File: config.mk
export PLATFORM = sky130hd
export DESIGN_NAME = lpsm_ram
export DESIGN_NICKNAME = d
export VERILOG_FILES = /design/src/design/lpsm_ram.sv
export SDC_FILE = /design/constraint.sdc
export NUM_CORES = 1
export LEC_CHECK = 0
export BUFFER_PORTS_ARGS = -buffer_cell sky130_fd_sc_hd__buf_2
export CORE_MARGIN = 3
export CORE_UTILIZATION = 60
export CTS_CLUSTER_DIAMETER = 50
export CTS_CLUSTER_SIZE = 24
export DETAILED_ROUTE_END_ITERATION = 6
export PLACE_DENSITY = 0.78
export RECOVER_POWER = 50
export SYNTH_ARGS = -nofsm -noshare
export SYNTH_HDL_FRONTEND = slang
export SYNTH_SLANG_ARGS = --single-unit
File: constraint.sdc
create_clock -name clk -period 1.9 [get_ports clk]
set_input_delay 0 -clock clk [delete_from_list [all_inputs] [get_ports clk]]
set_output_delay 0 -clock clk [all_outputs]
set_load 0.05 [all_outputs]
File: src/design/lpsm_ram.sv
`timescale 1ns / 1ps

module lpsm_ram #(
    parameter int WIDTH = 8,
    parameter int DEPTH = 16
) (
    input  logic                     clk,
    input  logic                     wr_en,
    input  logic [$clog2(DEPTH)-1:0] wr_addr,
    input  logic [WIDTH-1:0]         wr_data,
    input  logic                     rd_en,
    input  logic [$clog2(DEPTH)-1:0] rd_addr,
    output logic [WIDTH-1:0]         rd_data
);

    logic [WIDTH-1:0] mem [DEPTH];

    // Write port
    always_ff @(posedge clk)
    begin
        if (wr_en)
        begin
            mem[wr_addr] <= wr_data;
        end
    end

    // Registered read port
    always_ff @(posedge clk)
    begin
        if (rd_en)
        begin
            rd_data <= mem[rd_addr];
        end
    end

endmodule

## Yosys cells after proc, flatten, opt, wreduce, memory -nomap -nowiden

Memories as Yosys holds them, arrays and structs flattened. A register that Yosys moved wholly into a read port is not among the register bits.
Cells that the tools add are included.

| word-level totals | value |
|---|---|
| flip-flop bits (word level) | 0 |
| bits in latches | 0 |
| bits in writable memories | 128 |
| memory bits (read-only) | 0 |
| input port bits | 19 |
| output and inout bits | 8 |
| logic and storage cells | 3 |
| memories | 1 |

| operators by class | value |
|---|---|
| add/subtract/negate cells | 0 |
| $mul | 0 |
| divide/modulo/power cells | 0 |
| $lt $le $gt $ge | 0 |
| equal/unequal tests | 0 |
| shift-type cells | 0 |
| muxes and demuxes | 2 |
| bitwise logic cells | 0 |
| reductions and logical operators | 0 |

Memories:

| name | depth | bits a word | read ports | clocked after memory_dff | wr ports | line | RTL |
|---|---|---|---|---|---|---|---|
| mem | 16 | 8 | 1 | 1 | 1 | 16 | `logic [WIDTH-1:0] mem [DEPTH];` |

Operator list:

| kind | number |
|---|---|
| 2-to-1 mux 1 bit | 2 |

## Logic depth before layout (Yosys ltp)

| logic depth | value |
|---|---|
| word-level depth | 2 |
| gate-level depth with buffers | 5 |
| depth with buffers taken out | 3 |

## Least setup slack after synthesis

Ideal clock, no wire load.

| path | value |
|---|---|
| kind | input-to-reg |
| start | input port wr_addr[2] |
| end | memory mem[0][0], enable pin |
| setup time | 383 ps |
| data arrival time | 1110 ps |
| data required time | 1517 ps |
| slack | 407 ps |
| stages on the path | 2 |
| buffers on the path | 0 |
| cell sequence | or3b_2 -> nor3_1 |

RTL lines:

| item | line | RTL |
|---|---|---|
| from (decl) | 9 | `input logic [$clog2(DEPTH)-1:0] wr_addr,` |
| to (decl) | 16 |  |

Straight into the memory's write port.

==> flow_metrics.py <==
metrics = {
    "logic_synthesis": {
        "ys_warn_count": 0,
        "ys_seq_area_frac": 0.7812,
        "syn_avg_cell_area_um2": 22.83,
        "netlist_area_um2": 5228,
        "synth_seq_cells": 136,
        "synth_nets": 248,
        "syn_inst": 229,
        "ys_types": 18,
    },
    "route": {
        "dr.pass1.iters": 4,
        "wl_per_cell_um": 25.00,
        "wl_um": 10250,
        "routed_via_density": 6.298,
        "drt.antenna.violating_nets": 0,
        "vias": 2582,
        "drc_errors": 0,
        "initialDrtViolationCount": 210,
    },
    "global_route": {
        "grt_max_degree": 33,
        "grt_pass1_wl_um": 16030,
        "grt_overflow": 0,
        "grt_pass1_vias": 2756,
        "antenna_found_initial": 0,
        "grt.total_usage": 0.2322,
    },
    "setup_path": {
        "path_class": "reg -> reg",
        "end_kind": "flop",
        "regToRegSetupSlack_ns": 0.33,
        "start_kind": "flop",
        "crit_path_max_incr_delay_ns": 0.51,
        "path_cells": "mux4_2, a22oi_1, nand2_1",
        "reg2regPathDepth": 3,
        "crit_family": "multiplexers",
        "slowest_stage": "mux4_2",
        "path_buf_inv": 0,
        "worstPathRequired_ns": 2.15,
        "cp_max_fo": 1,
        "critPathArrivalTime_ns": 1.82,
        "crit_cells": 3,
    },
    "sta": {
        "report.final.setup_viol": 0,
        "skew_ns": 0.01120,
        "worstMarginPinSlew_ns": 0.7298,
        "fmax_ghz": 0.6367,
        "post-route-min-period_ns": 1.571,
        "grt_setup_unrepaired": "false",
        "final_hold_viol_count": 0,
        "worst_hold_slack_ns": 0.06608,
        "final_max_slew_viol_count": 0,
        "period_share": 0.8266,
        "timing.setup.tns_ns": 0,
        "slew_headroom": 0.5117,
    },
    "floorplanning": {
        "die_area_um2": 9868,
        "core_area_um2": 8341,
        "die_h_um": 99.34,
        "initial_core_util": 0.6268,
        "num_rows": 33,
        "ios": 27,
        "die-width_um": 99.34,
    },
    "clocking": {
        "htreeDepth": 4,
        "cts_tree": "done",
        "clkTransAtPathRegs_ns": 0.06,
        "clock_latency_ns": 0.51,
        "clock_path_buffers": 2,
        "cts_sinks": 136,
        "cts-root-buf": "clkbuf_8",
        "cts_buffers": 17,
        "cts_resized": 0,
    },
    "pwr": {
        "cellLeakagePower_uw": 0.002065,
        "power.density_nw_per_um2": 1092,
        "irDropWorstVdd_mv": 0.7232,
    },
    "job": {
        "maxCapViolations": 0,
    },
    "worst_hold_path": {
        "hold_class": "in -> reg",
        "worstHoldPathCells": 3,
    },
    "placement": {
        "place_congestion": 0.8121,
        "io_buffers": 26,
        "dp_hpwl_um": 6110,
        "dp_cells": 369,
    },
    "layout": {
        "ff_latch_area_um2": 4084,
        "syn_to_final_growth_pct": 17.76,
        "layout-drive-gt1-share": 0.2557,
        "fin_nets": 311,
        "stdcell_count": 410,
        "multiInputGateArea_um2": 1057,
        "antenna_cells": 0,
        "num-fill-cells": 474,
    },
    "run_status": {
        "status": "finished clean",
    },
}
[Yosys cell counts]
cell / number / area share
clkdlybuf4s25_2: 3 / 0.0057
nand3b_1: 2 / 0.0029
nor3_1: 4 / 0.0038
edfxtp_1: 136 / 0.78
nand3_1: 1 / 0.00096
or3b_2: 1 / 0.0017
nor2_1: 13 / 0.0093
buf_4: 1 / 0.0014
buf_6: 3 / 0.0065
buf_2: 3 / 0.0029
a22oi_1: 16 / 0.023
nor2b_1: 1 / 0.0012
nand2b_1: 2 / 0.0024
mux4_1: 14 / 0.070
nand2_1: 9 / 0.0065
and2b_1: 1 / 0.0014
and2_1: 1 / 0.0012
mux4_2: 18 / 0.078
[cell usage in the layout, fill, tap and decap left out, drive strengths merged]
cell and n:
nor3 4, inv 3, buf 28, and2 1, and2b 1, mux4 32, clkinv 9, a22oi 16
clkbuf 35, bufinv 1, or3b 1, edfxtp 136, nand3 1, dlygate4sd3 9, nor2 13, nand2b 2
nand3b 2, nor2b 1, clkinvlp 1, nand2 9
[per-stage QoR]
step / setup slack [ns] / power, µW / instance area, µm² / util
after floorplan: 0.4071 / 3678 / 5228 / -
after global placement: 0.2781 / 3808 / 5570 / 0.6679
after detailed placement: 0.2450 / 3821 / 5570 / 0.6679
after CTS: 0.3475 / 6773 / 6202 / 0.7436
after global routing: 0.2919 / 6940 / 6156 / 0.7381
final: 0.3295 / 6724 / 6156 / 0.7381
[timing repair]
action | in CTS | in global routing
setup endpoints to repair | 0 | 0
endpoints found under the hold margin | 136 | 0
setup buffers | 0 | 0
hold buffers | 9 | 0
[registers in the layout, indices dropped and copies added (netlist names)]
signal   count
rd_data      8
mem        128
[cells by family after synthesis]
group | count (synthesis) | synth area share
flops | 136 | 0.7812
buf+inv | 10 | 0.01651
simple gates | 35 | 0.03136
compound gates | 16 | 0.02298
mux | 32 | 0.1479
[routing by layer]
layer | track usage | vias up | part of all wire
li1 | - | 1109 | -
met1 | 0.3326 | 1326 | 0.41
met2 | 0.3543 | 131 | 0.50
met3 | 0.06802 | 16 | 0.079
met4 | 0.07248 | 0 | 0.015
met5 | 0 | - | 0
[path summary, 6_finish.rpt]
kind	from	end
setup / recovery	mem[11][7]	rd_data[7]
hold / removal	wr_addr[0]	mem[4][0]
setup reg to reg	mem[11][7]	rd_data[7]
hold reg to reg	mem[11][3]	rd_data[3]
[worst register-to-register path, delay by kind of cell (launching register included)]
kind | cells | cell delay, ns
AND/OR/NAND/NOR | 1 | 0.09
AO/OA/AOI/OAI | 1 | 0.32
flip-flops | 1 | 0.39
multiplexers | 1 | 0.51
[final cells by class]
type,count,area share
multi-input cells,83,0.1717
well taps,105,0.02134
clock buffers,18,0.06789
repair buffers,54,0.05549
flip-flops and latches,136,0.6634
clock inverters,14,0.02012
[where the power goes]
part | switching [µW] | internal [µW] | leakage, µW
clock | 1220 | 1740 | 0.000269
combinational | 232 | 139 | 0.000559
sequential | 17.2 | 3380 | 0.00124
total | 1460 | 5260 | 0.00206
(Power assumes the default switching activity.)
