**src/design/lpsm_pkg.sv**
```systemverilog
`timescale 1ns / 1ps

package lpsm_pkg;

    // Table geometry
    localparam int LOGICAL_DEPTH = 4096;
    localparam int ADDR_W        = $clog2(LOGICAL_DEPTH);
    localparam int ID_W          = 12;
    localparam int SLOT_W        = 12;
    localparam int CNT_W         = 13;
    localparam int ENTRY_W       = SLOT_W + 1;
    localparam int VALID_POS     = SLOT_W;

    // Capacity ceiling: the table depth, never beyond what a 12-bit id reaches
    localparam int CAP_LIMIT_INT = (LOGICAL_DEPTH < 4096) ? LOGICAL_DEPTH : 4096;
    localparam logic [CNT_W-1:0]  CAP_LIMIT   = CNT_W'(CAP_LIMIT_INT);
    localparam logic [CNT_W-1:0]  CAP_RESET   = CNT_W'(4096);
    localparam logic [ADDR_W:0]   SWEEP_END   = (ADDR_W + 1)'(LOGICAL_DEPTH);

    typedef enum logic [2:0] {
        CMD_ALLOCATE = 3'd0,
        CMD_PUBLISH  = 3'd1,
        CMD_REBIND   = 3'd2,
        CMD_REMOVE   = 3'd3,
        CMD_MOVE     = 3'd4,
        CMD_COMPACT  = 3'd5,
        CMD_RESOLVE  = 3'd6,
        CMD_CLEAR    = 3'd7
    } cmd_t;

    typedef enum logic [2:0] {
        ST_OK         = 3'd0,
        ST_ID_RANGE   = 3'd1,
        ST_BOUND      = 3'd2,
        ST_UNBOUND    = 3'd3,
        ST_SLOT_RANGE = 3'd4
    } status_t;

    // Table port request from the sequencer
    typedef struct packed {
        logic               wr_en;
        logic [ADDR_W-1:0]  wr_addr;
        logic [ENTRY_W-1:0] wr_data;
        logic               rd_en;
        logic [ADDR_W-1:0]  rd_addr;
    } mem_req_t;

    // Finished command result, valid for one cycle
    typedef struct packed {
        logic              valid;
        status_t           status;
        logic [SLOT_W-1:0] slot;
        logic [CNT_W-1:0]  phys;
        logic [CNT_W-1:0]  bound;
    } result_t;

    // Map a 12-bit id onto a table address
    function automatic logic [ADDR_W-1:0] to_addr(input logic [ID_W-1:0] id);
        return ADDR_W'(id);
    endfunction

endpackage

```
**src/design/lpsm_core.sv**
```systemverilog
`timescale 1ns / 1ps

module lpsm_core (
    input  logic                            clk,
    input  logic                            rst_n,
    input  logic                            start,
    input  lpsm_pkg::cmd_t                  command,
    input  logic [lpsm_pkg::ID_W-1:0]       logical_id,
    input  logic [lpsm_pkg::ID_W-1:0]       target_id,
    input  logic [lpsm_pkg::SLOT_W-1:0]     slot_operand,
    input  logic [lpsm_pkg::CNT_W-1:0]      capacity,
    input  logic [lpsm_pkg::ENTRY_W-1:0]    rd_data,
    output lpsm_pkg::mem_req_t              mem_req,
    output lpsm_pkg::result_t               res,
    output logic                            idle
);

    import lpsm_pkg::*;

    typedef enum logic [4:0] {
        S_IDLE  = 5'b00001,
        S_LOOK  = 5'b00010,
        S_LOOK2 = 5'b00100,
        S_MVWR  = 5'b01000,
        S_SWEEP = 5'b10000
    } state_t;

    state_t              state_reg, state_next;
    cmd_t                cmd_reg, cmd_next;
    logic [ID_W-1:0]     id_reg, id_next;
    logic [ID_W-1:0]     tgt_reg, tgt_next;
    logic [SLOT_W-1:0]   slot_reg, slot_next;
    logic [ENTRY_W-1:0]  src_reg, src_next;
    logic [CNT_W-1:0]    phys_reg, phys_next;
    logic [CNT_W-1:0]    bound_reg, bound_next;
    logic [ADDR_W:0]     swp_cnt_reg, swp_cnt_next;
    logic                swp_pend_reg, swp_pend_next;
    logic [ADDR_W-1:0]   swp_addr_reg, swp_addr_next;
    logic                swp_compact_reg, swp_compact_next;
    logic                swp_reply_reg, swp_reply_next;

    logic                id_ok;
    logic                tgt_ok;
    logic                entry_valid;
    logic                slot_ok;
    logic                finish;
    status_t             status_sel;
    logic [SLOT_W-1:0]   slot_sel;

    // Checks shared by the lookup arms
    assign id_ok       = {1'b0, id_reg} < capacity;
    assign tgt_ok      = {1'b0, tgt_reg} < capacity;
    assign entry_valid = rd_data[VALID_POS];
    assign slot_ok     = {1'b0, slot_reg} < phys_reg;
    assign idle        = (state_reg == S_IDLE);

    // Sequencer: lookup, modify, write back, and whole-table sweeps
    always_comb
    begin
        state_next       = state_reg;
        cmd_next         = cmd_reg;
        id_next          = id_reg;
        tgt_next         = tgt_reg;
        slot_next        = slot_reg;
        src_next         = src_reg;
        phys_next        = phys_reg;
        bound_next       = bound_reg;
        swp_cnt_next     = swp_cnt_reg;
        swp_pend_next    = swp_pend_reg;
        swp_addr_next    = swp_addr_reg;
        swp_compact_next = swp_compact_reg;
        swp_reply_next   = swp_reply_reg;
        mem_req          = '0;
        finish           = 1'b0;
        status_sel       = ST_OK;
        slot_sel         = '0;

        unique case (state_reg)
            S_IDLE:
            begin
                // Latch the word and start the lookup of the id
                if (start)
                begin
                    cmd_next        = command;
                    id_next         = logical_id;
                    tgt_next        = target_id;
                    slot_next       = slot_operand;
                    mem_req.rd_en   = 1'b1;
                    mem_req.rd_addr = to_addr(logical_id);
                    state_next      = S_LOOK;
                end
            end

            S_LOOK:
            begin
                finish = 1'b1;
                unique case (cmd_reg)
                    CMD_ALLOCATE:
                    begin
                        if (phys_reg >= capacity)
                        begin
                            status_sel = ST_ID_RANGE;
                        end
                        else
                        begin
                            slot_sel  = phys_reg[SLOT_W-1:0];
                            phys_next = phys_reg + CNT_W'(1);
                        end
                    end

                    CMD_PUBLISH, CMD_REBIND:
                    begin
                        priority if (!slot_ok)
                        begin
                            status_sel = ST_SLOT_RANGE;
                        end
                        else if (!id_ok)
                        begin
                            status_sel = ST_ID_RANGE;
                        end
                        else if (cmd_reg == CMD_PUBLISH && entry_valid)
                        begin
                            status_sel = ST_BOUND;
                        end
                        else if (cmd_reg == CMD_REBIND && !entry_valid)
                        begin
                            status_sel = ST_UNBOUND;
                        end
                        else
                        begin
                            mem_req.wr_en   = 1'b1;
                            mem_req.wr_addr = to_addr(id_reg);
                            mem_req.wr_data = {1'b1, slot_reg};
                            if (cmd_reg == CMD_PUBLISH)
                            begin
                                bound_next = bound_reg + CNT_W'(1);
                            end
                        end
                    end

                    CMD_REMOVE, CMD_MOVE:
                    begin
                        priority if (cmd_reg == CMD_MOVE && id_reg != tgt_reg)
                        begin
                            // Source checked here, target read next
                            priority if (!id_ok || !tgt_ok)
                            begin
                                status_sel = ST_ID_RANGE;
                            end
                            else if (!entry_valid)
                            begin
                                status_sel = ST_UNBOUND;
                            end
                            else
                            begin
                                finish          = 1'b0;
                                src_next        = rd_data;
                                mem_req.rd_en   = 1'b1;
                                mem_req.rd_addr = to_addr(tgt_reg);
                                state_next      = S_LOOK2;
                            end
                        end
                        else if (!id_ok)
                        begin
                            status_sel = ST_ID_RANGE;
                        end
                        else if (!entry_valid)
                        begin
                            status_sel = ST_UNBOUND;
                        end
                        else
                        begin
                            mem_req.wr_en   = 1'b1;
                            mem_req.wr_addr = to_addr(id_reg);
                            mem_req.wr_data = '0;
                            bound_next      = bound_reg - CNT_W'(1);
                        end
                    end

                    CMD_COMPACT:
                    begin
                        if (!slot_ok)
                        begin
                            status_sel = ST_SLOT_RANGE;
                        end
                        else
                        begin
                            finish           = 1'b0;
                            swp_cnt_next     = '0;
                            swp_compact_next = 1'b1;
                            swp_reply_next   = 1'b1;
                            state_next       = S_SWEEP;
                        end
                    end

                    CMD_RESOLVE:
                    begin
                        priority if (!id_ok)
                        begin
                            status_sel = ST_ID_RANGE;
                        end
                        else if (!entry_valid)
                        begin
                            status_sel = ST_UNBOUND;
                        end
                        else
                        begin
                            slot_sel = rd_data[SLOT_W-1:0];
                        end
                    end

                    CMD_CLEAR:
                    begin
                        finish           = 1'b0;
                        swp_cnt_next     = '0;
                        swp_compact_next = 1'b0;
                        swp_reply_next   = 1'b1;
                        state_next       = S_SWEEP;
                    end

                    default:
                    begin
                        status_sel = ST_OK;
                    end
                endcase
                if (finish)
                begin
                    state_next = S_IDLE;
                end
            end

            S_LOOK2:
            begin
                // Target entry arrives: copy the source binding over it, or report unbound if it is empty
                if (!entry_valid)
                begin
                    finish     = 1'b1;
                    status_sel = ST_UNBOUND;
                    state_next = S_IDLE;
                end
                else
                begin
                    mem_req.wr_en   = 1'b1;
                    mem_req.wr_addr = to_addr(tgt_reg);
                    mem_req.wr_data = src_reg;
                    state_next      = S_MVWR;
                end
            end

            S_MVWR:
            begin
                // Unbind the source
                mem_req.wr_en   = 1'b1;
                mem_req.wr_addr = to_addr(id_reg);
                mem_req.wr_data = '0;
                bound_next      = bound_reg - CNT_W'(1);
                finish          = 1'b1;
                state_next      = S_IDLE;
            end

            S_SWEEP:
            begin
                // Issue one entry a cycle: read for compact, zero for clear
                swp_pend_next = 1'b0;
                if (swp_cnt_reg < SWEEP_END)
                begin
                    swp_cnt_next = swp_cnt_reg + (ADDR_W + 1)'(1);
                    if (swp_compact_reg)
                    begin
                        mem_req.rd_en   = 1'b1;
                        mem_req.rd_addr = swp_cnt_reg[ADDR_W-1:0];
                        swp_pend_next   = 1'b1;
                        swp_addr_next   = swp_cnt_reg[ADDR_W-1:0];
                    end
                    else
                    begin
                        mem_req.wr_en   = 1'b1;
                        mem_req.wr_addr = swp_cnt_reg[ADDR_W-1:0];
                        mem_req.wr_data = '0;
                    end
                end

                // Rewrite the entry read last cycle, shifted down, if it is bound and above the gap
                if (swp_pend_reg && entry_valid && rd_data[SLOT_W-1:0] > slot_reg)
                begin
                    mem_req.wr_en   = 1'b1;
                    mem_req.wr_addr = swp_addr_reg;
                    mem_req.wr_data = rd_data - ENTRY_W'(1);
                end

                // Walk done
                if (swp_cnt_reg == SWEEP_END && !swp_pend_reg)
                begin
                    if (swp_compact_reg)
                    begin
                        phys_next = phys_reg - CNT_W'(1);
                    end
                    else
                    begin
                        phys_next  = '0;
                        bound_next = '0;
                    end
                    finish         = swp_reply_reg;
                    swp_reply_next = 1'b0;
                    state_next     = S_IDLE;
                end
            end

            default:
            begin
                state_next = S_IDLE;
            end
        endcase

        res.valid  = finish;
        res.status = status_sel;
        res.slot   = (status_sel == ST_OK) ? slot_sel : '0;
        res.phys   = phys_next;
        res.bound  = bound_next;
    end

    // Control state; reset starts the clearing pass
    always_ff @(posedge clk or negedge rst_n)
    begin
        if (!rst_n)
        begin
            state_reg       <= S_SWEEP;
            phys_reg        <= '0;
            bound_reg       <= '0;
            swp_cnt_reg     <= '0;
            swp_pend_reg    <= 1'b0;
            swp_compact_reg <= 1'b0;
            swp_reply_reg   <= 1'b0;
        end
        else
        begin
            state_reg       <= state_next;
            phys_reg        <= phys_next;
            bound_reg       <= bound_next;
            swp_cnt_reg     <= swp_cnt_next;
            swp_pend_reg    <= swp_pend_next;
            swp_compact_reg <= swp_compact_next;
            swp_reply_reg   <= swp_reply_next;
        end
    end

    // Operand holding registers
    always_ff @(posedge clk)
    begin
        cmd_reg      <= cmd_next;
        id_reg       <= id_next;
        tgt_reg      <= tgt_next;
        slot_reg     <= slot_next;
        src_reg      <= src_next;
        swp_addr_reg <= swp_addr_next;
    end

    a_start_idle: assert property (@(posedge clk) disable iff (!rst_n)
        start |-> state_reg == S_IDLE)
        else $error("command started while busy");

    a_idle_no_write: assert property (@(posedge clk) disable iff (!rst_n)
        state_reg == S_IDLE |-> !mem_req.wr_en)
        else $error("table written while idle");

    a_result_to_idle: assert property (@(posedge clk) disable iff (!rst_n)
        res.valid |=> state_reg == S_IDLE)
        else $error("result given without returning to idle");

    a_phys_limit: assert property (@(posedge clk) disable iff (!rst_n)
        phys_reg <= CAP_LIMIT && bound_reg <= CNT_W'(LOGICAL_DEPTH))
        else $error("count above table limit");

    a_sweep_pend: assert property (@(posedge clk) disable iff (!rst_n)
        swp_pend_reg |-> state_reg == S_SWEEP && swp_compact_reg)
        else $error("sweep write-back outside compact walk");

endmodule

```
**config.mk**
```make
export PLATFORM = sky130hd
export DESIGN_NAME = lpsm_core
export DESIGN_NICKNAME = d
export VERILOG_FILES = /design/src/design/lpsm_pkg.sv /design/src/design/lpsm_core.sv
export SDC_FILE = /design/constraint.sdc
export NUM_CORES = 1
export LEC_CHECK = 0
export ABC_CLOCK_PERIOD_IN_PS = 4700
export BUFFER_PORTS_ARGS = -buffer_cell sky130_fd_sc_hd__buf_2
export CAP_MARGIN = 15
export CORE_AREA = 2 2 140 142
export DETAILED_ROUTE_END_ITERATION = 6
export DIE_AREA = 0 0 142 144
export PLACE_DENSITY = 0.67
export SYNTH_ARGS = -nofsm -noshare
export SYNTH_HDL_FRONTEND = slang
export SYNTH_SLANG_ARGS = --single-unit
```
**constraint.sdc**
```tcl
create_clock -name clk -period 4.7 [get_ports clk]
set_input_delay 0.94 -clock clk [delete_from_list [all_inputs] [get_ports clk]]
set_output_delay 0.94 -clock clk [all_outputs]
set_load 0.02 [all_outputs]
```
* Word level (Yosys, flattened, before mapping) *
Index checks and enable logic that the tools add are counted.

operators by class
  mux-type cells = 84
  magnitude comparators = 6
  add/subtract/negate cells = 6
  reductions and logical operators = 24
  equality and inequality tests = 25
  bitwise logic cells = 1

operators by type and width
  cell                     number
  $mux W13                 22
  $mux W26                 10
  $pmux W13 S2             4
  $pmux W26 S4             1
  $pmux W13 S3             2
  $mux W12                 5
  $pmux W26 S2             1
  $add A13 B1 Y13 const B  3
  $lt A12 B13 Y1           3
  $mux W39                 1
  $sub A13 B1 Y13 const B  3
  $mux W5                  7
  $pmux W12 S2             1
  $pmux W5 S4              1
  $ne A4 B4 Y1 const B     4
  $mux W3                  5
  $pmux W3 S5              1
  $pmux W5 S3              1
  $eq A13 B13 Y1 const B   1
  $ge A13 B13 Y1           1
  $lt A13 B13 Y1 const B   1
  $eq A3 B3 Y1 const B     4
  $gt A12 B12 Y1           1
  $ne A12 B12 Y1           1
  other kinds (30)         62

storage, ports and cells
  register bits after elaboration = 110
  input port bits = 68
  output and inout port bits = 82

* Longest topological paths before layout *
Gate-level depths: netlist of the first run.

  depth after elaboration = 10
  depth in mapped cells = 13
  mapped depth without buffers = 10

* Worst setup path after synthesis of the first run *
No wires, ideal clock.

  kind = input port to output port
  from = in capacity[4] (netlist name)
  to = out res[12] (netlist name)
  stages on the path = 10
  arrival time = 3.450 ns
  slack = 0.310 ns
  cell sequence = inv_1 -> ha_1 -> a211oi_1 -> a2111oi_2 -> or2_1 -> buf_6 -> or2_2 -> nor3_1 -> a221oi_1 -> o31ai_1

RTL lines
  element      RTL line         text
  from (decl)  lpsm_core.sv:11  input logic [lpsm_pkg::CNT_W-1:0] capacity,
  to (decl)    lpsm_core.sv:14  output lpsm_pkg::result_t res,

==> results of run 1 <==
cells by family after synthesis:
| kind of cell | Yosys count |
|---|---|
| compound gates | 276 |
| xor+xnor | 39 |
| simple gates | 325 |
| mux | 6 |
| flops | 110 |
| buf+inv | 95 |
| fa+ha+maj | 66 |
per-stage QoR:
stage / worst slack, ns / power (mW) / instance area [um^2]
global route: 0.0149 / 4.37 / 9860
global placement: 0.0858 / 3.26 / 9500
detailed placement: 0.00468 / 3.28 / 9500
floorplan: 0.310 / 2.65 / 8340
finish: 0.147 / 4.11 / 9860
CTS: 0.0298 / 4.08 / 9800
cells in the final DEF (no fill, tap or decap), types with 9 or more instances in the layout:
master / synthesis / final
sky130_fd_sc_hd__nand3_1: 23 / 23
sky130_fd_sc_hd__nand2_1: 67 / 67
sky130_fd_sc_hd__a22oi_1: 26 / 26
sky130_fd_sc_hd__a211oi_1: 13 / 12
sky130_fd_sc_hd__buf_4: 2 / 43
sky130_fd_sc_hd__xnor2_1: 15 / 15
sky130_fd_sc_hd__nor4_1: 12 / 12
sky130_fd_sc_hd__inv_1: 46 / 46
sky130_fd_sc_hd__o21a_1: 10 / 10
sky130_fd_sc_hd__edfxtp_1: 63 / 63
sky130_fd_sc_hd__o21ai_0: 49 / 49
sky130_fd_sc_hd__or3_1: 12 / 12
sky130_fd_sc_hd__nand4_1: 20 / 20
sky130_fd_sc_hd__and3_1: 14 / 13
sky130_fd_sc_hd__a221o_1: 14 / 14
sky130_fd_sc_hd__nor2_1: 85 / 84
sky130_fd_sc_hd__clkbuf_16: 0 / 9
sky130_fd_sc_hd__xor2_1: 24 / 24
sky130_fd_sc_hd__dfrtp_1: 46 / 46
sky130_fd_sc_hd__nor3_1: 26 / 26
sky130_fd_sc_hd__a22o_1: 19 / 19
sky130_fd_sc_hd__a21oi_1: 50 / 50
sky130_fd_sc_hd__ha_1: 66 / 66
sky130_fd_sc_hd__buf_2: 9 / 149
sky130_fd_sc_hd__a21o_1: 24 / 24
sky130_fd_sc_hd__nand2b_1: 13 / 12
power breakdown:
group / total (mW) / internal (mW) / switching [mW]
Combinational: 1.80 / 0.687 / 1.11
Sequential: 1.51 / 1.22 / 0.299
Clock: 0.802 / 0.380 / 0.422
Total: 4.11 / 2.28 / 1.83
critical path, delay by kind of cell:
family                   cells  cell delay [ns]
AO/OA/AOI/OAI                6             1.09
AND/OR/NAND/NOR              2             0.90
buffers and inverters        3             0.40
adder cells (fa/ha/maj)      1             0.27
routing by layer:
layer,wire length [um],share of wire (%),vias up,GRT usage (%)
met5,0,0,-,0
met3,1920,7.1,60,4.01
met1,11700,43,3822,35.5
li1,-,-,3773,-
met4,942,3.5,0,10.9
met2,12600,46,371,43.3
repair_timing:
item / 4_1_cts / 5_1_grt
setup buffers: 0 / 3
resized for setup: 0 / 6
hold buffers: 0 / 0
endpoints found under the setup margin: 0 / 37
synthesized netlist by cell type (all sizes together), types with 15 or more instances:
| library cell | instances | share of area [%] |
|---|---|---|
| buf | 15 | 0.99 |
| nand3 | 23 | 1.4 |
| nand4 | 20 | 1.5 |
| xor2 | 24 | 2.5 |
| edfxtp | 63 | 23 |
| a22o | 19 | 2.0 |
| ha | 66 | 9.9 |
| nor2 | 85 | 3.8 |
| nand2 | 68 | 3.2 |
| a21o | 24 | 2.2 |
| nor3 | 27 | 1.7 |
| xnor2 | 15 | 1.6 |
| o21ai | 54 | 3.3 |
| inv | 46 | 2.1 |
| clkbuf | 34 | 1.5 |
| a22oi | 26 | 2.3 |
| dfrtp | 46 | 14 |
| a21oi | 51 | 3.1 |
worst max-delay path by stage:
stage          slack (ns)              startpoint  cells after the start  endpoint
3_5_place_dp        0.005            capacity[11]                     11   res[12]
2_1_floorplan        0.31             capacity[4]                     10   res[12]
4_1_cts              0.03            capacity[11]                     11   res[12]
5_1_grt              0.01  phys_reg[11]$_DFF_PN0_                     12    res[2]
6_report             0.15             capacity[6]                     12    res[9]
3_3_place_gp         0.09            capacity[11]                     11   res[12]
cell type report:
type | instances | area, um^2 | share of cell area [%]
timing repair buffer | 194 | 1100 | 11.2
tap | 238 | 298 | 3.02
inverter | 46 | 173 | 1.75
clock inverter | 7 | 75.1 | 0.762
clock buffer | 9 | 225 | 2.29
multi-input combinational | 712 | 4920 | 49.9
sequential | 110 | 3070 | 31.1
==> results summary, run 1 <==
In this run the power density over the cells is 417 nW/um^2. The I/O pin total came out at 150. The root buffer cell chosen for the clock tree is sky130_fd_sc_hd__clkbuf_16. The measured slew at the worst slew-check pin came out at 0.839 ns.

After synthesis the netlist holds a flip-flop and latch count of 110. The wire length per cell came out at 20.7 um. Setup repair after global routing left no endpoint under its margin. The multiplexer share of the synthesized area came out at 0.765%. The number of global-route vias before repair is 7645.

The cell count of the worst reg-to-reg path came out at 10. The TritonCTS sink count came out at 110. Between clock sinks in the finished design, the worst skew comes to 0.0122 ns.

The async set or reset register ratio after synthesis came out at 42.7%. The worst stage delay on the critical path is 0.60 ns. The first global-routing pass estimated roughly 42000 um of wire. Clock latency on the worst-skew pair, taken at its later pin, is 0.37 ns.

The area growth from synthesis to final layout came out at 18.2%. The mean cell area of the mapped netlist is 9.09 um^2. The cell area that synthesis handed to floorplanning was around 8300 um^2. The summed negative setup slack over all endpoints came out at 0 ns.

The number of violations of the max-capacitance limit came out at 0. The number of diodes added for antenna fixing is 0. The post-synthesis xor/xnor area fraction is 4.10%.

The end-of-flow core utilization came out at 51.7%. The height of the die is 144 um. The adder and majority cell fraction of the synthesized area is 9.90%. The signal on the critical path passes through buf_2 > inv_1 > ha_1 > a21oi_1 > o21a_1 > o21ai_2 > or2_4 > or4_4 > o211ai_2 > o31ai_1 > a221o_1 > buf_2. For the worst setup path, the data required time is 3.76 ns. The final layout net count is 1207. The number of standard cells after synthesis is 917. The worst hold slack across all endpoints is 0.481 ns.

The final HPWL from detailed placement came out at 20500 um. By area, the combinational part of the netlist is dominated by compound AO/OA/AOI/OAI gates. The overall fraction of global-route tracks in use came out at 26.6%.

In this run the tool buffered the top-level ports with 149 buffer cells. The run finished with clean final reports. The leakage power came out at 4.34 nW.

In this run the number of H-tree levels came out at 3. The library cell appearing most often on the critical path is sky130_fd_sc_hd__buf_2. For this run, the detailed router's first-pass iteration total came to 5.

The TritonCTS clock tree is done. The library cell contributing the largest single delay on the critical path is sky130_fd_sc_hd__or4_4. The number of hold violations in the final report came to 0.

The reg-to-reg setup timing slack is 1.57 ns. The layout has 1851 filler cells. Of all nets on the critical path, the largest fanout is 8. Data on the critical path arrives at its endpoint at 3.61 ns. The number of distinct library cells after synthesis came out at 83. Setup violations remaining at the end of the flow were counted as 0.

The final cell count without fillers came out at 1316. The area of the die came out at about 20000 um^2. The critical path is of the primary input to output port type. The number of buffers created by CTS came out at 9.

Among all flip-flop cells after synthesis, the most frequent one is sky130_fd_sc_hd__edfxtp_1. The synthesized netlist devotes 20.1% of its cell area to simple gates. The initial antenna violation count is 0. The count of nets left with antenna violations once routing finished came out at 0. Counting I/O delays and the setup requirement, the final critical path takes 4.55 ns. The tightest min-delay check is of the primary input to async pin type. Sequential elements use 36.8% of the synthesized area. When the netlist entered floorplanning its net count stood at 1051. The total detailed-routing wirelength came out at 27300 um.

The total area inside the core boundary comes to 19100 um^2. The capture instance of the worst register-to-register path is bound_reg[9]$_DFF_PN0_. The DRC violations left came out at 0.

The share of the synthesized area in compound gates (AO/OA/AOI/OAI) is 23.7%. The floorplan has 51 rows. The ratio of cells with drive above 1 in the final layout came out at between 20 and 25%. The yosys synthesis warning count came out at 0. The startpoint identified for the worst register-to-register timing path is phys_reg[11]$_DFF_PN0_.

In this run, synthesis inferred 63 flip-flops with an integrated enable. The tightest slew margin relative to the limit came out at 43.9%. The routability congestion estimate from global placement came out at between 0.9 and 1.

The violation count after the first detailed-routing iteration came out at 622. The worst-case clock buffer depth is 2. The average via count per standard cell is 6.10. The routed layout has between 8000 and 9000 vias. The maximum number of pins on one net before global-route repair is 36. The worst vdd rail ir drop is 0.000205 V.

For this configuration, the core starts out at a cell density of 43.7%. The cell count after placement came out at 1297. The part of the cycle the worst path needs is 96.9%. STA classifies the critical path startpoint as a primary input.

Static timing analysis puts the maximum clock frequency at 220 MHz. After clock tree synthesis, the clock-pin slew on the worst setup and hold paths is 0.08 ns. The horizontal die dimension came out at 142 um. The type of destination of the critical path is an output port. The sum of overflow across all layers after global routing is 0. The max-slew violation count was 0.
Power figures use the tool's default switching activity.
==> run 2, diff against run 1 <==
Settings changed: REMOVE_ABC_BUFFERS set to 1.
==> results summary, run 2 (synthesis gave the netlist of run 1 again) <==
The number of standard-cell rows in the floorplan came out at 51. The cell count of the worst reg-to-reg path is 10. In this run the most used layer during global routing was met2. The worst pin sits at a relative slew slack of approximately two fifths.

STA classifies the critical path endpoint as an output port. The combinational group share of total power is a little over two fifths. The H-tree was split into 3 levels. The detail route stage leaves a number of antenna-violating nets equal to 0.

For this configuration, the core starts out at a cell density of 43.7%. Measured along the x axis, the die boundary spans 142 um. The setup-violating endpoint count in the final report came out at 0. The final layout net count came out at around 1200. Entering global routing, the biggest net connects 48 pins. Counting I/O delays and the setup requirement, the final critical path takes 4.54 ns.

Using the TritonRoute via totals, the vias-per-cell ratio works out to roughly 6.1. The area of the core is 19100 um^2. The worst vdd rail ir drop is 0.000243 V. The part of the cycle the worst path needs came out at 96.6%. The fmax came out at 220 MHz. The critical path in this run is classified as flip-flop to output port. Power spread over the standard cell area amounts to 415 nW/um^2. The endpoint arrival time on the critical path came out at 3.60 ns. The number of violations of the max-capacitance limit came out at 0. 150 I/O pins were placed. Setup repair after global routing left no endpoint under its margin. The initial antenna violation count is 0. The number of diodes added for antenna fixing came out at 0.

In the final timing run, aggregate negative setup slack is 0 ns. In the global route stage, met1 resource usage came out at 36.0%. The later pin in the worst-skew pair is clocked with a latency of between 0.3 and 0.4 ns.

The height of the die came out at 144 um. The worst-case clock buffer depth came out at 2. The area of the die came out at 20400 um^2. The sequential cell fraction of total power is a little under two fifths. The area growth from synthesis to final layout is 18.4%. The run finished with clean final reports. The port buffer count came out at 149. The nature of the critical path startpoint is a flip-flop. The total detailed-routing wirelength came out at 26700 um. The setup clock skew after layout came out at 0.00750 ns.

The capture instance of the worst register-to-register path is bound_reg[9]$_DFF_PN0_. The net switching power came out at 1.79 mW. In this run the worst path has a maximum fanout of 6. TritonCTS built the clock tree. The tree is rooted in a sky130_fd_sc_hd__clkbuf_16.

The clock power share came out at between 20% and 30%. The reg-to-reg setup timing slack is around 1.5 ns. For this run the aggregate overflow at the end of global routing stands at 0. The global-route met2 utilization came out at 42.1%.

In this run the worst setup path terminates at res[9]. The number of hold violations in the final report is 0. The DRC violations left is 0. The most critical setup path has its startpoint at phys_reg[10]$_DFF_PN0_. Detailed placement finished with a half-perimeter wire length of about 20000 um. The number of buffers created by CTS came out at 9. The wire length per cell came out at slightly above 20 um. After clock tree synthesis, the clock-pin slew on the worst setup and hold paths is around 0.080 ns. Leaving out fill and tap cells, the most frequent cell in the layout is sky130_fd_sc_hd__buf_2. At the end of routability-driven placement, the weighted congestion stood at 0.937. Global routing used 4.44% of the available met3 tracks. The wire length of the first global-routing pass came out at 41900 um. The path class of the tightest hold or removal check is flip-flop to flip-flop.

The number of global-route vias before repair came out at 7544. The number of vias after detailed routing is 8051. In this run switching power makes up 43.5% of total power. The overall fraction of global-route tracks in use came out at roughly a quarter. In this run the static leakage power is 4.36 nW. CTS saw 110 sinks. The first-pass iteration count of the detailed router came out at 6. The final design instance area without fill came out at 9870 um^2. The final-layout fill cell count came out at 1792. The number of buffers added for setup after CTS came out at 0.

The measured slew at the worst slew-check pin is 0.865 ns. The number of buffers added to fix hold violations after cts is 0. The data required time at the worst endpoint is 3.76 ns. The internal power of the cells is between 2 and 2.5 mW. The max-slew violation count came out at 0.

The startpoint identified for the worst register-to-register timing path is phys_reg[10]$_DFF_PN0_. The post-placement cell area is 9540 um^2. The post-route netlist has 22.9% of its cells at a drive strength greater than 1.

In the layout the commonest cells are 149 x sky130_fd_sc_hd__buf_2, 84 x sky130_fd_sc_hd__nor2_1, 67 x sky130_fd_sc_hd__nand2_1. The violation count after the first detailed-routing iteration came out at about 730.
## run 2: cell count changes in the layout (fill, tap and decap cells not counted), moves of 2 or more
cell and change:
sky130_fd_sc_hd__and2_1 -2, sky130_fd_sc_hd__clkinv_2 +2, sky130_fd_sc_hd__inv_6 +2, sky130_fd_sc_hd__inv_8 -2
## run 2: worst min-delay path by stage
| stage | startpoint | to | depth (start not counted) |
|---|---|---|---|
| CTS | swp_reply_reg$_DFFE_PN0P_ | swp_reply_reg$_DFFE_PN0P_ | 2 |
| finish | swp_reply_reg$_DFFE_PN0P_ | swp_reply_reg$_DFFE_PN0P_ | 2 |
| global route | swp_reply_reg$_DFFE_PN0P_ | swp_reply_reg$_DFFE_PN0P_ | 2 |
| detailed placement | swp_reply_reg$_DFFE_PN0P_ | swp_reply_reg$_DFFE_PN0P_ | 2 |
| global placement | swp_reply_reg$_DFFE_PN0P_ | swp_reply_reg$_DFFE_PN0P_ | 2 |
| floorplan | swp_reply_reg$_DFFE_PN0P_ | swp_reply_reg$_DFFE_PN0P_ | 2 |
## run 2: power groups by stage
| stage | logic (mW) | registers [mW] | clock network [mW] |
|---|---|---|---|
| floorplan | 1.17 | 1.43 | 0 |
| global placement | 1.71 | 1.52 | 0 |
| detailed placement | 1.74 | 1.52 | 0 |
| CTS | 1.75 | 1.50 | 0.835 |
| global route | 1.96 | 1.54 | 0.863 |
| finish | 1.76 | 1.52 | 0.823 |
## run 2: critical path: stages (launching register included)
cell	delay (ns)
sky130_fd_sc_hd__dfrtp_1	0.49
sky130_fd_sc_hd__inv_1	0.13
sky130_fd_sc_hd__ha_1	0.31
sky130_fd_sc_hd__a211oi_1	0.27
sky130_fd_sc_hd__o32ai_1	0.13
sky130_fd_sc_hd__a31oi_1	0.30
sky130_fd_sc_hd__nand2_1	0.22
sky130_fd_sc_hd__or4_4	0.60
sky130_fd_sc_hd__o211ai_2	0.15
sky130_fd_sc_hd__o31ai_1	0.09
sky130_fd_sc_hd__a221o_1	0.37
sky130_fd_sc_hd__buf_2	0.16
## run 2: cell type report
class / instances / area [um^2] / area share, %
inverters: 46 / 173 / 1.75
clock inverters: 7 / 77.6 / 0.786
clock buffers: 9 / 225 / 2.28
well taps: 238 / 298 / 3.02
multi-input cells: 712 / 4920 / 49.8
repair buffers: 195 / 1110 / 11.3
flip-flops and latches: 110 / 3070 / 31.1
## run 2: metrics by stage
stage | hold slack, ns | instances | setup WS, ns | util, % | power [mW]
detailed placement | 0.478 | 1300 | -0.0168 | 50.0 | 3.26
CTS | 0.496 | 1316 | 0.0297 | 51.6 | 4.09
global route | 0.527 | 1317 | 0.00964 | 51.8 | 4.36
finish | 0.497 | 1317 | 0.162 | 51.8 | 4.10
global placement | 0.464 | 1300 | 0.0690 | 50.0 | 3.23
floorplan | 0.445 | 868 | 0.266 | - | 2.60
## run 2: repair_timing
item                                    4_1_cts  5_1_grt
gates resized for setup                       1        5
pin swaps                                     0        1
gates cloned                                  0        0
endpoints found under the setup margin        1       10
hold endpoints to repair                      0        0
## run 2: metal layers
layer | routed length (um) | share of wire, % | vias to the layer above
li1 | - | - | 3783
met1 | 11600 | 43 | 3820
met2 | 12100 | 45 | 399
met3 | 2220 | 8.3 | 49
met4 | 776 | 2.9 | 0
met5 | 0 | 0 | -
==> run 3, diff against run 2 <==
Settings changed: CELL_PAD_IN_SITES_DETAIL_PLACEMENT set to 1, CELL_PAD_IN_SITES_GLOBAL_PLACEMENT set to 1, CORE_AREA 2 2 140 142 to 2 2 143 145, DIE_AREA 0 0 142 144 to 0 0 145 147, PLACE_DENSITY 0.67 to 0.82.
==> results summary, run 3 (synthesis gave the netlist of run 1 again) <==
The flow ran to the end, but the final reports show violations. The final reports fail on negative setup slack. The number of global-route vias before repair came out at 8554.

The worst setup path is captured at an output port. Among cell families on the critical path, the largest total delay comes from compound AO/OA/AOI/OAI gates. STA puts the critical path data required time at 3.76 ns. The fmax came out at 213 MHz. The number of diodes added for antenna fixing is 0.

The worst setup path is of the primary input to output port kind. The net switching power came out at 1.91 mW. The number of buffers added to fix hold violations after cts is 0. The H-tree generated during clock tree synthesis spans 3 levels. The register area is just over 3000 um^2.

The internal power of the cells totals 2.31 mW. The sequential cell fraction of total power is 36.2%. The routed layout has around 8400 vias. The critical path starts at capacity[11]. The total detailed-routing wirelength is 30800 um. The worst hold slack across all endpoints came out at approximately 0.49 ns. Leaving out fill and tap cells, the most frequent cell in the layout is sky130_fd_sc_hd__buf_2. For this run the aggregate overflow at the end of global routing stands at 0.

Across the run, the number of max-cap violations was 0. The wire length per cell is about 23 um. On the critical path, the stage with the largest delay is an instance of sky130_fd_sc_hd__a2111oi_4.

The setup clock skew after layout is 0.0168 ns. Counting every sink on the clock net gives 110. The final layout net count is 1213.

The final HPWL from detailed placement is about 23000 um. In the routed layout, each cell is associated on average with a via count of 6.19. Relative to the synthesized area, the layout overhead comes to 19.5%. The first global-routing pass estimated between 40000 and 50000 um of wire.

The number of buffers and inverters on the critical path is 5. The clock power share came out at 19.8%. The TritonCTS clock tree is done. For this configuration, the core starts out at a cell density of a little over two fifths.

The cell count after placement came out at roughly 1300. The nature of the critical path startpoint is a primary input. The total area of multi-input combinational cells is 4910 um^2. From left edge to right edge, the die measures 145 um. Walking the worst path, the cells encountered are buf_2 > inv_1 > ha_1 > nand4_1 > a2111oi_4 > or2_1 > buf_4 > nor3_1 > buf_4 > and3b_1 > o21ai_0 > o311ai_0 > buf_2. The startpoint identified for the worst register-to-register timing path is phys_reg[11]$_DFF_PN0_.

The worst vdd rail ir drop came out at 0.000262 V. The worst setup slack before clock tree synthesis is -0.0804 ns. The tightest slew margin relative to the limit is 40.0%.

The leakage power came out at ~4.4 nW. Of the available clock period, the critical path in the final layout requires 100%. The largest driver fanout on the critical path is 5. The area of the core came out at 19800 um^2. The library cells used most frequently in the layout, excluding fill and tap cells, are 149 x sky130_fd_sc_hd__buf_2, 84 x sky130_fd_sc_hd__nor2_1, 66 x sky130_fd_sc_hd__nand2_1, 66 x sky130_fd_sc_hd__ha_1, 63 x sky130_fd_sc_hd__edfxtp_1. The maximum number of pins on one net before global-route repair came out at 48. The worst stage delay on the critical path is 0.53 ns. The number of standard-cell rows in the floorplan came out at 52. The insertion delay to the later sink of the worst-skew pair is 0.37 ns. The violation count after the first detailed-routing iteration came out at 672. Clock tree synthesis inserted a total of 9 buffers.

The overall fraction of global-route tracks in use is 28.6%. The routability congestion estimate from global placement is 0.936. The power density relative to cell area came out at 424 nW/um^2. Setup violations remaining at the end of the flow were counted as 1. The fraction of power spent switching nets is about 45%. The worst hold path begins at swp_reply_reg$_DFFE_PN0P_. The path class of the tightest hold or removal check is flip-flop to flip-flop.

The CTS clock-pin slew for the worst setup and hold paths came out at 0.08 ns. The final setup slack of the worst path is -0.00232 ns. Counting along the longest clock path gives a buffer depth of 2. The height of the die came out at 147 um.

Leaving out filler cells and counting taps, the final layout contains 1354. The number of routed nets with antenna violations came out at 0. The ratio of cells with drive above 1 in the final layout is 23.1%. Setup total negative slack on the finished layout was measured at -0.00232 ns. The max-slew violation count was 0.

The final-layout fill cell count is between 2000 and 2500. The combinational group share of total power came out at 44.1%. The I/O pin total is 150. The area of the die came out at 21300 um^2.

The final critical path time including I/O delays and setup is 4.70 ns. The DRC violations left came out at 0. The measured slew at the worst slew-check pin is 0.894 ns. The number of buffers added for setup after CTS is 0. The first-pass iteration count of the detailed router came out at 5. The count of buffers added on input and output ports is 149. The number of hold violations in the final report came out at 0. The initial antenna violation count came to 0. The endpoint arrival time on the critical path came out at 3.76 ns. The cell sitting at the root of the clock tree is a sky130_fd_sc_hd__clkbuf_16.
## run 3: stage by stage
| stage | instance area [um^2] | util, % | total power, mW |
|---|---|---|---|
| 6_report | 9970 | 50.2 | 4.22 |
| 3_5_place_dp | 9620 | 48.5 | 3.35 |
| 3_3_place_gp | 9620 | 48.5 | 3.28 |
| 4_1_cts | 9950 | 50.2 | 4.19 |
| 5_1_grt | 9970 | 50.2 | 4.46 |
| 2_1_floorplan | 8130 | - | 2.60 |
## run 3: area by class of cell
type                       instances  share of cell area [%]
timing repair buffer             200                    11.6
sequential                       110                    30.8
inverter                          46                    1.73
tap                              270                    3.39
multi-input combinational        712                    49.3
clock buffer                       9                    2.26
clock inverter                     7                   0.942
## run 3: worst paths after layout
check,end,slack [ns],cells after the start
worst max-delay path,res[8],-0.002,13
worst min-delay path,swp_reply_reg$_DFFE_PN0P_,0.49,2
worst max register to register,bound_reg[9]$_DFF_PN0_,1.45,10
worst min register to register,swp_reply_reg$_DFFE_PN0P_,0.49,2
max in group asynchronous,state_reg[3]$_DFFE_PN0P_,3.54,2
min in group asynchronous,bound_reg[11]$_DFF_PN0_,0.69,2
## run 3: timing repair
item                                    CTS  global route
endpoints found under the setup margin    4             8
resized for setup                         1             4
pin swaps                                 0             1
## run 3: layer usage
layer  vias to the layer above  routed length, um  track usage [%]
li1                       3789                  -                -
met2                       351              14900             49.3
met4                         0                721             8.86
met1                      4184              13100             37.2
met5                         -                  0                0
met3                        58               2030             4.16
## run 3: power by group through the flow
stage          Combinational (mW)  Sequential [mW]  Clock, mW
2_1_floorplan                1.17             1.43          0
3_3_place_gp                 1.75             1.52          0
3_5_place_dp                 1.82             1.53          0
4_1_cts                      1.83             1.51      0.841
5_1_grt                      2.03             1.55      0.875
6_report                     1.86             1.53      0.835
## run 3: worst min-delay path, cell delays in order, from the launching register on
cell and delay (ns):
sky130_fd_sc_hd__dfrtp_1 0.35, sky130_fd_sc_hd__nand2_1 0.05, sky130_fd_sc_hd__nand2_1 0.06
